<file path="src/rtl/bmsa_ram.sv">
// Generic single-write, single-read RAM with registered read data.
// No dependencies.
`timescale 1ns / 1ps
`default_nettype none

module bmsa_ram #(
    parameter int WIDTH = 8,
    parameter int DEPTH = 16
) (
    input  wire logic                                     clk,
    input  wire logic                                     we,
    input  wire logic [((DEPTH > 1) ? $clog2(DEPTH) : 1)-1:0] waddr,
    input  wire logic [WIDTH-1:0]                         wdata,
    input  wire logic [((DEPTH > 1) ? $clog2(DEPTH) : 1)-1:0] raddr,
    output logic      [WIDTH-1:0]                         rdata
);

    logic [WIDTH-1:0] mem [DEPTH];

    always_ff @(posedge clk)
    begin
        if (we)
        begin
            mem[waddr] <= wdata;
        end
        rdata <= mem[raddr];
    end

endmodule

`default_nettype wire

</file>
<file path="config.mk">
export PLATFORM = sky130hd
export DESIGN_NAME = bmsa_ram
export DESIGN_NICKNAME = d
export VERILOG_FILES = /design/src/rtl/bmsa_ram.sv
export SDC_FILE = /design/constraint.sdc
export NUM_CORES = 1
export LEC_CHECK = 0
export BUFFER_PORTS_ARGS = -buffer_cell sky130_fd_sc_hd__buf_2
export CORE_UTILIZATION = 65
export DETAILED_ROUTE_END_ITERATION = 10
export GPL_ROUTABILITY_DRIVEN = 0
export PLACE_DENSITY_LB_ADDON = 0.25
export SYNTH_ARGS = -nofsm -noshare
export SYNTH_HDL_FRONTEND = slang
export SYNTH_SLANG_ARGS = --single-unit
</file>
<file path="constraint.sdc">
create_clock -name clk -period 3.3 [get_ports clk]
set_clock_uncertainty 0.05 [all_clocks]
set_input_delay 0.33 -clock clk [delete_from_list [all_inputs] [get_ports clk]]
set_output_delay 0.33 -clock clk [all_outputs]
set_load 0.01 [all_outputs]
</file>
== After elaboration in Yosys (flattened, before gate mapping) ==
Memories as Yosys holds them, arrays and structs flattened. A register that Yosys moved wholly into a read port is not among the register bits.
Cells that the tools add are included.
Storage, ports and cells
  memory bits (read-only): 0
  output and inout port bits: 8
  logic and storage cells: 3
  RAM bits: 128
  latch bits: 0
  bits in registers: 0
  memories: 1
  input bits: 18
Cells by class
  add/sub/neg operators: 0
  order comparisons: 0
  muxes and demuxes: 2
  div/mod/pow operators: 0
  $mul: 0
  eq/ne operators: 0
  bitwise gates (word level): 0
  reductions and logical operators: 0
  shift operators: 0
Memory list
  mem: depth 16, width 8, read ports 1, clocked after Yosys merged registers in 1, write ports 1, line 18  | logic [WIDTH-1:0] mem [DEPTH];
Operators with widths (count)
  1-bit two-way mux: 2

== Longest topological paths before layout ==
Gate-level depths: netlist of run 1.
  word-level depth: 2
  gate-level depth with buffers: 5
  depth with buffers taken out: 3

== Worst setup path after synthesis of run 1 ==
No wires, ideal clock.
  path type: input-to-reg
  start point: input waddr[2] (netlist name)
  end point: memory mem[0][0], enable pin
  setup time: 383 ps
  path slack: 1427 ps
  arrival time: 1440 ps
  path buffers: 0
  stages: 2
  required time: 2867 ps
  path through: or3b_2 nor3_1
RTL lines
  start, declared: line 12  | input wire logic [((DEPTH > 1) ? $clog2(DEPTH) : 1)-1:0] waddr,
  end, declared: line 18
No word-level cell before the write port.

==> flow_metrics.env, run 1 <==
export IMPL_clock_sinks=136
export IMPL_grt_util_met1_pct=38.2
export IMPL_cts_tree="done"
export IMPL_power_density_nw_per_um2=690
export IMPL_drv_cap=0
export IMPL_holdPathEnd="mem[10][1]$_DFFE_PP_"
export IMPL_rrSetupSlack_ps=1760
export IMPL_hold_path_depth=1
export IMPL_use_met3_pct=8.38
export IMPL_cts_resized=0
export IMPL_holdBufCountCts=0
export IMPL_tightest_slew_ps=992
export IMPL_period_needed_ps=1670
export IMPL_path_max_fanout=20
export IMPL_critical_path_class="input port to register"
export IMPL_clk_pin_slew_ps=60
export IMPL_period_share_pct=50.5
export IMPL_wl_mm=10.2
export IMPL_hold_class="input port to register"
export IMPL_worst_ep_arrival_time_ps=1990
export IMPL_min_from="wdata[1]"
export IMPL_hold_violations=0
export IMPL_grt_overflow=0
export IMPL_vias=2470
export IMPL_insertedDiodeCount=0
export IMPL_post_route_cell_area_um2=6000
export IMPL_synth_nets=247
export IMPL_slew_headroom_pct=33.6
export IMPL_final_max_slew_violation_count=0
export IMPL_critPathRequiredTime_ps=3630
export IMPL_cts_buffers=17
export IMPL_layout_drive_gt1_share_pct=28.1
export IMPL_track_usage_pct=27.9
export IMPL_setup_tns_ps=0
export IMPL_area_growth_pct=16.5
export IMPL_grt_pass1_vias=2571
export IMPL_fmax_mhz=600
export IMPL_grt_first_pass_wirelength_mm=15.5
export IMPL_setup_violations=0
export IMPL_drt_first_pass_iters=4
export IMPL_place_hpwl_mm=5.58
export IMPL_io_buffers=25
export IMPL_ir_worst_vdd_mv=0.443
export IMPL_rsz0062_at_grt="false"
export IMPL_antenna_found_initial=0
export IMPL_rr_worst_depth=3
export IMPL_clk_latency_ps=520
export IMPL_synth_cell_types=19
export IMPL_r2r_start="mem[11][6]$_DFFE_PP_"
export IMPL_fp_dieW_um=91.0
export IMPL_final_util_pct=78.0
export IMPL_post_dp_cell_area_um2=5360
export IMPL_start_util_pct=67.0
export IMPL_post_route_drc_count=0
export IMPL_root_buffer="clkbuf_8"
export IMPL_synthCells=229
export IMPL_clockBufferDepth=2
export IMPL_ys_ff_latch=136
export IMPL_status="complete, no violations"
export IMPL_met2_usage_pct=43.2
export IMPL_n_fill_cell=395
export IMPL_grt_max_degree=33
export IMPL_endpoint_kind="register"
export IMPL_synth_avg_cell_area_um2=22.5
export IMPL_p_leak_nw=2.03
export IMPL_routedWlPerCell_um=26.7
export IMPL_drtIter0Drc=235
export IMPL_die_area_um2=8280
export IMPL_nets=286
export IMPL_synth_warnings=0
export IMPL_ys_seq_area_share_pct=77.8
export IMPL_crit_path_start_kind="input port"
export IMPL_num_io_pins=26
export IMPL_cts_max_level=4
export IMPL_die_h_um=91.0
export IMPL_postCtsSetupBuffers=0
export IMPL_drtAntennaViolNets=0
export IMPL_viasPerCell=6.45
export IMPL_rows=32
export IMPL_worst_r2r_endpoint="rdata[6]$_DFF_P_"
export IMPL_top_usage_layer="met2"
export IMPL_netlist_area_um2=5150
export IMPL_core_um2=7690
## routing by layer
| layer | share of wire, % | wire length, um |
|---|---|---|
| met4 | 0.96 | 98 |
| met1 | 39 | 3970 |
| met5 | 0 | 0 |
| met3 | 8.4 | 862 |
| met2 | 52 | 5300 |
## Yosys cell counts (all sizes together)
master | n | share of area (%)
nor2b | 1 | 0.12
nor2 | 13 | 0.95
clkdlybuf4s25 | 3 | 0.58
nor3 | 4 | 0.39
nand2 | 9 | 0.66
a22oi | 16 | 2.3
and2 | 1 | 0.12
and2b | 1 | 0.15
mux4 | 32 | 15
dfxtp | 8 | 3.1
nand2b | 2 | 0.24
or3b | 1 | 0.17
edfxtp | 128 | 75
nand3 | 1 | 0.097
buf | 7 | 1.1
nand3b | 2 | 0.29
## final cells by class
class / instances / area, um2 / area share, %
clock buffer: 20 / 435 / 7.26
tap: 102 / 128 / 2.13
multi-input combinational: 83 / 1060 / 17.6
sequential: 136 / 4000 / 66.8
timing repair buffer: 30 / 175 / 2.92
clock inverter: 12 / 199 / 3.32
## cells in the final DEF, fill, tap and decap left out, drive strengths merged
cell	instances
clkinv	6
clkbuf	20
mux4	32
nor2b	1
nor3	4
nand3	1
buf	30
and2b	1
nand2	9
nand3b	2
and2	1
dfxtp	8
bufinv	5
edfxtp	128
a22oi	16
nor2	13
nand2b	2
clkinvlp	1
or3b	1
## stage by stage
stage	worst slack (ps)	hold slack [ps]	total power, W	std cells
3_5_place_dp	1190	618	0.00215	351
5_1_grt	1590	135	0.00425	383
2_1_floorplan	1430	379	0.00208	229
6_report	1630	152	0.00414	383
3_3_place_gp	1200	608	0.00215	351
4_1_cts	1630	129	0.00416	383
## logic make-up (layout without fill, tap and decap cells)
family	count (synthesis)	count (layout)	synth area share [%]
AOI/OAI and AO/OA	16	16	2.33
DFF	136	136	77.8
muxes	32	32	15.0
buffers and inverters	10	62	1.68
and+or+nand+nor	35	35	3.18
## power by group
| part | leakage (nW) | internal, W | switching, W |
|---|---|---|---|
| combinational | 0.501 | 0.0000722 | 0.000107 |
| sequential | 1.22 | 0.00193 | 0.0000115 |
| clock | 0.309 | 0.00132 | 0.000693 |
| total | 2.03 | 0.00333 | 0.000812 |
## worst max-delay path, stage by stage
cell and delay [ps]:
buf_2 380, buf_12 260, mux4_2 540, a22oi_1 330
nand2_1 140
## registers in the layout, indices dropped and copies added (netlist names)
name   count
rdata      8
mem      128
## how the worst max path moves through the flow
| stage | start | end | slack (ps) | cells past startpoint |
|---|---|---|---|---|
| detailed placement | raddr[0] | rdata[3]$_DFF_P_ | 1190 | 5 |
| global route | raddr[0] | rdata[6]$_DFF_P_ | 1590 | 5 |
| finish | raddr[0] | rdata[6]$_DFF_P_ | 1630 | 5 |
| global placement | raddr[0] | rdata[3]$_DFF_P_ | 1200 | 5 |
| floorplan | waddr[2] | mem[0][0]$_DFFE_PP_ | 1430 | 2 |
| CTS | raddr[0] | rdata[6]$_DFF_P_ | 1630 | 5 |
Power figures use the tool's default switching activity.
==> run 2: changes to the inputs <==
--- a/config.mk
+++ b/config.mk
@@ -5,8 +5,9 @@
 export SDC_FILE = /design/constraint.sdc
 export NUM_CORES = 1
 export LEC_CHECK = 0
+export ABC_AREA = 1
 export BUFFER_PORTS_ARGS = -buffer_cell sky130_fd_sc_hd__buf_2
-export CORE_UTILIZATION = 65
+export CORE_UTILIZATION = 55
 export DETAILED_ROUTE_END_ITERATION = 10
 export GPL_ROUTABILITY_DRIVEN = 0
 export PLACE_DENSITY_LB_ADDON = 0.25
==> constraint.sdc (replaced) <==
create_clock -name clk -period 1.5 [get_ports clk]
set_clock_uncertainty 0.05 [all_clocks]
set_input_delay 0.15 -clock clk [delete_from_list [all_inputs] [get_ports clk]]
set_output_delay 0.15 -clock clk [all_outputs]
set_load 0.01 [all_outputs]
==> run 2 against run 1 <==
Against the previous run: flip-flop and latch count unchanged; via count grew 57%; count of clock-buffer cells in the layout is 1 lower; non-clock buffer count rose by 25; routed wire length rose by 25%; synthesized cell count is 140% higher; final cell count is 96% higher; global-route usage decreased by 2.4 points; clock power grew 120%; first-iteration DRC count increased by 20%; total power grew 120%; largest power group unchanged; sequential power up 120%.
==> flow_metrics.env, run 2 <==
export IMPL_status="complete, no violations"
export IMPL_largest_reg_flops=128
export IMPL_start_util_pct=56.4
export IMPL_slew_headroom_pct=74.7
export IMPL_track_usage_pct=25.5
export IMPL_r2r_start="mem[1][6]$_DFFE_PP_"
export IMPL_yosys_top_cells_area="edfxtp_1 (67%), nand2_1 (11%), nand3_1 (8.4%), inv_1 (6.5%), dfxtp_1 (2.8%)"
export IMPL_synth_avg_cell_area_um2=10.5
export IMPL_tightest_slew_ps=379
export IMPL_crit_family="flip-flops"
export IMPL_grt_max_degree=65
export IMPL_p_leak_nw=2.98
export IMPL_drtIter0Drc=282
export IMPL_ys_top_cells_by_count="nand2_1 (173), edfxtp_1 (128), inv_1 (100), nand3_1 (97), nor2_1 (17)"
export IMPL_num_io_pins=26
export IMPL_synth_top_cell_area_share_pct=66.7
export IMPL_clk_latency_ps=520
export IMPL_nets=619
export IMPL_rrSetupSlack_ps=420
export IMPL_synthCells=551
export IMPL_final_util_pct=66.7
export IMPL_grt_overflow=0
export IMPL_hold_class="input port to register"
export IMPL_postCtsSetupBuffers=0
export IMPL_worst_ep_arrival_time_ps=1030
export IMPL_critical_path_class="register to output pin"
export IMPL_clockBufferDepth=2
export IMPL_viasPerCell=5.16
export IMPL_wl_mm=12.8
export IMPL_crit_path_start_kind="register"
export IMPL_clock_sinks=136
export IMPL_place_hpwl_mm=7.64
export IMPL_area_growth_pct=18.3
export IMPL_layout_drive_gt1_share_pct=13.0
export IMPL_min_from="wdata[5]"
export IMPL_fp_dieW_um=104
export IMPL_insertedDiodeCount=0
export IMPL_cts_buffers=17
export IMPL_drtAntennaViolNets=0
export IMPL_synth_nets=569
export IMPL_critPathRequiredTime_ps=1300
export IMPL_setup_tns_ps=0
export IMPL_power_density_nw_per_um2=1350
export IMPL_final_max_slew_violation_count=0
export IMPL_reg_top3="mem (128), rdata (8)"
export IMPL_core_um2=10200
export IMPL_die_area_um2=10900
export IMPL_power_total_w=0.00921
export IMPL_rows=37
export IMPL_layout_common_cells="nand2_1 (173), edfxtp_1 (128), inv_1 (100)"
export IMPL_startpoint="rdata[7]$_DFF_P_"
export IMPL_cts_max_level=4
export IMPL_setup_violations=0
export IMPL_ir_worst_vdd_mv=0.785
export IMPL_routedWlPerCell_um=17.0
export IMPL_period_share_pct=82.0
export IMPL_ys_seq_area_share_pct=69.4
export IMPL_path_max_fanout=1
export IMPL_drv_cap=0
export IMPL_slowest_stage="dfxtp_1"
export IMPL_fmax_mhz=813
export IMPL_rsz0062_at_grt="false"
export IMPL_synth_top_area_cell="edfxtp_1"
export IMPL_period_needed_ps=1230
export IMPL_cts_tree="done"
export IMPL_synth_edf_count=128
export IMPL_synthFlopType="edfxtp_1"
export IMPL_vias=3867
export IMPL_crit_chain="buf_2"
export IMPL_clk_pin_slew_ps=60
export IMPL_hold_violations=0
export IMPL_ys_async_sr_fraction_pct=0
export IMPL_endpoint_kind="output pin"
export IMPL_regMostFlops="mem"
export IMPL_die_h_um=104
export IMPL_path_buf_inv=1
export IMPL_synth_most_common_cell="nand2_1"
export IMPL_synth_cell_types=12
export IMPL_antenna_found_initial=0
export IMPL_cts_resized=0
export IMPL_grt_first_pass_wirelength_mm=20.2
export IMPL_io_buffers=25
export IMPL_grt_pass1_vias=3919
export IMPL_netlist_area_um2=5770
export IMPL_post_route_drc_count=0
export IMPL_synth_warnings=0
export IMPL_drt_first_pass_iters=4
export IMPL_ys_ff_latch=136
export IMPL_max_stage_delay_ps=360
export IMPL_root_buffer="clkbuf_8"
export IMPL_final_common_cell="nand2_1"
[run 2: cell types whose count changed in the layout (fill, tap and decap cells not counted), sizes merged, moves of 6 or more]
cell         change
nand2          +164
inv            +102
nand3           +96
mux4            -32
buf             +19
a22oi           -16
dlygate4sd3      +6
[run 2: timing repair]
item / 4_1_cts / 5_1_grt
endpoints found under the setup margin: 0 / 0
hold buffers: 5 / 1
endpoints found under the hold margin: 48 / 16
[run 2: final timing paths]
path	endpoint	depth (start not counted)
setup / recovery	rdata[7]	1
hold / removal	mem[1][5]$_DFFE_PP_	1
setup reg to reg	rdata[6]$_DFF_P_	6
hold reg to reg	rdata[1]$_DFF_P_	6
[run 2: cell type report]
type | instances | area, um2
flip-flops and latches | 136 | 4000
well taps | 136 | 170
inverters | 102 | 383
clock buffers | 19 | 422
multi-input cells | 289 | 1210
fillers | 766 | 3410
clock inverters | 13 | 203
repair buffers | 55 | 428
[run 2: logic make-up after synthesis]
family                 Yosys count  share of synthesized area, %
AND/OR/NAND/NOR                289                          21.0
flip-flops                     136                          69.4
buffers and inverters          126                          9.52
[run 2: metal layers]
| metal | global-route usage (%) | share of wire (%) | up-vias |
|---|---|---|---|
| li1 | - | - | 1875 |
| met1 | 32.7 | 41 | 1818 |
| met2 | 42.0 | 50 | 152 |
| met3 | 5.20 | 6.5 | 22 |
| met4 | 11.7 | 2.3 | 0 |
| met5 | 0 | 0 | - |
[run 2: power by group]
group	switching [W]	internal [W]
sequential	0.0000280	0.00425
clock	0.00152	0.00285
combinational	0.000375	0.000180
total	0.00192	0.00728
[run 2: stage by stage]
stage / cells / setup WS, ps / hold slack, ps / area (um2)
after global routing: 750 / 233 / 15.3 / 6820
after floorplan: 551 / 349 / 199 / 5770
final: 750 / 271 / 23.0 / 6820
after detailed placement: 712 / 242 / 495 / 6140
after CTS: 749 / 263 / 5.91 / 6810
after global placement: 712 / 275 / 473 / 6140
==> run 3: changes to the inputs <==
==> constraint.sdc (replaced) <==
create_clock -name clk -period 1.1 [get_ports clk]
set_clock_uncertainty 0.05 [all_clocks]
set_input_delay 0.11 -clock clk [delete_from_list [all_inputs] [get_ports clk]]
set_output_delay 0.11 -clock clk [all_outputs]
set_load 0.01 [all_outputs]
==> run 3 against run 2 <==
Against the previous run: total power rose by 38%; largest cell class unchanged; register-to-register slack got worse by 360 ps; final cell count rose by 0.67%; the flow now finishes with violations (DRC, setup timing); highest routed layer unchanged; non-clock buffer count rose by 5.
==> flow_metrics.env, run 3 (synthesis results as in run 2) <==
export IMPL_die_h_um=104
export IMPL_whs_ps=64.1
export IMPL_final_common_cell="nand2_1"
export IMPL_fin_ws_ps=-46.0
export IMPL_critical_path_class="register to output pin"
export IMPL_crit_path_start_kind="register"
export IMPL_post_dp_cell_area_um2=6150
export IMPL_reg_top3="mem (128), rdata (8)"
export IMPL_period_needed_ps=1150
export IMPL_regMostFlops="mem"
export IMPL_setup_tns_ps=-121
export IMPL_num_io_pins=26
export IMPL_root_buffer="clkbuf_8"
export IMPL_wl_mm=13.2
export IMPL_fp_dieW_um=104
export IMPL_grt_overflow=0
export IMPL_grt_pass1_vias=3952
export IMPL_place_hpwl_mm=8.09
export IMPL_path_max_fanout=1
export IMPL_post_route_drc_count=2
export IMPL_post_route_cell_area_um2=6940
export IMPL_tightest_slew_ps=388
export IMPL_area_growth_pct=20.3
export IMPL_endpoint_kind="output pin"
export IMPL_ir_worst_vdd_mv=1.46
export IMPL_slowest_stage="dfxtp_2"
export IMPL_violations="DRC, setup timing"
export IMPL_cts_buffers=17
export IMPL_largest_reg_flops=128
export IMPL_io_buffers=25
export IMPL_crit_chain="buf_6"
export IMPL_clockBufferDepth=2
export IMPL_layout_drive_gt1_share_pct=15.2
export IMPL_hold_path_depth=6
export IMPL_final_max_slew_violation_count=0
export IMPL_viasPerCell=5.28
export IMPL_power_density_nw_per_um2=1830
export IMPL_die_area_um2=10900
export IMPL_max_stage_delay_ps=360
export IMPL_cts_tree="done"
export IMPL_crit_cells=1
export IMPL_worst_ep_arrival_time_ps=990
export IMPL_clock_sinks=136
export IMPL_critPathRequiredTime_ps=940
export IMPL_layout_common_cells="nand2_1 (173), edfxtp_1 (128), inv_1 (100)"
export IMPL_drv_cap=0
export IMPL_crit_family="flip-flops"
export IMPL_hold_class="input port to register"
export IMPL_hold_violations=0
export IMPL_rows=37
export IMPL_vias=3988
export IMPL_core_um2=10200
export IMPL_routedWlPerCell_um=17.4
export IMPL_grt_max_degree=65
export IMPL_path_buf_inv=1
export IMPL_nets=624
export IMPL_clk_pin_slew_ps=60
export IMPL_drtAntennaViolNets=0
export IMPL_insertedDiodeCount=0
export IMPL_clk_latency_ps=520
export IMPL_rsz0062_at_grt="true"
export IMPL_p_leak_nw=3.04
export IMPL_fmax_mhz=873
export IMPL_start_util_pct=56.4
export IMPL_cts_max_level=4
export IMPL_period_share_pct=104
export IMPL_grt_first_pass_wirelength_mm=20.8
export IMPL_status="finished, violations left"
export IMPL_antenna_found_initial=0
export IMPL_drt_first_pass_iters=8
export IMPL_drtIter0Drc=319
export IMPL_setup_violations=6
export IMPL_track_usage_pct=26.0
export IMPL_n_fill_cell=760
export IMPL_slew_headroom_pct=74.2
export IMPL_rr_worst_depth=6
## run 3: cell count changes in the layout (fill, tap and decap cells not counted), moves of 3 or more
| cell | before | now |
|---|---|---|
| buf_2 | 25 | 21 |
| buf_6 | 0 | 4 |
| dfxtp_1 | 8 | 4 |
| dfxtp_2 | 0 | 4 |
| dlygate4sd3_1 | 6 | 9 |
| nand3_1 | 97 | 91 |
| nand3_2 | 0 | 6 |
## run 3: power by group
group	total, W	switching (W)	internal (W)
Combinational	0.000804	0.000524	0.000280
Sequential	0.00584	0.0000419	0.00580
Clock	0.00602	0.00206	0.00396
## run 3: metrics by stage
step / instances / worst slack (ps) / util [%] / total power (W)
2_1_floorplan: 551 / -10.8 / - / 0.00635
3_3_place_gp: 714 / -109 / 60.1 / 0.00666
3_5_place_dp: 714 / -120 / 60.1 / 0.00669
4_1_cts: 755 / -61.5 / 67.5 / 0.0127
5_1_grt: 755 / -61.6 / 67.8 / 0.0130
6_report: 755 / -46.0 / 67.8 / 0.0127
## run 3: routing by layer
layer	part of all wire, %	GRT usage (%)	vias to the layer above	routed length [um]
li1	-	-	1879	-
met1	41	34.1	1920	5380
met2	49	41.0	161	6510
met3	6.7	5.76	28	883
met4	2.9	13.4	0	385
met5	0	0	-	0
## run 3: worst paths after layout
check / to / slack (ps) / startpoint
max: rdata[5] / -50 / rdata[5]$_DFF_P_
min: rdata[6]$_DFF_P_ / 60 / raddr[2]
max reg2reg: rdata[1]$_DFF_P_ / 60 / mem[7][1]$_DFFE_PP_
min reg2reg: rdata[4]$_DFF_P_ / 620 / mem[15][4]$_DFFE_PP_
## run 3: cell type report
cell class,instances,area [um2],area share (%)
multi-input combinational,289,1240,17.9
tap,136,170,2.45
clock buffer,19,432,6.22
clock inverter,13,203,2.92
inverter,102,383,5.52
sequential,136,4010,57.8
timing repair buffer,60,498,7.18
## run 3: worst reg2reg max path, stage by stage, from the launching register on
cell and delay, ps:
edfxtp_1 370, inv_1 60, nand2_1 40, nand3_1 90, nand3_1 120, nand3_1 140
nand2_1 60
## run 3: repair_timing
item	in CTS	in global routing
setup endpoints to repair	8	13
setup buffers	0	0
endpoints found under the hold margin	136	0
gates resized for setup	8	6
hold buffers	9	0
pin swaps	0	0
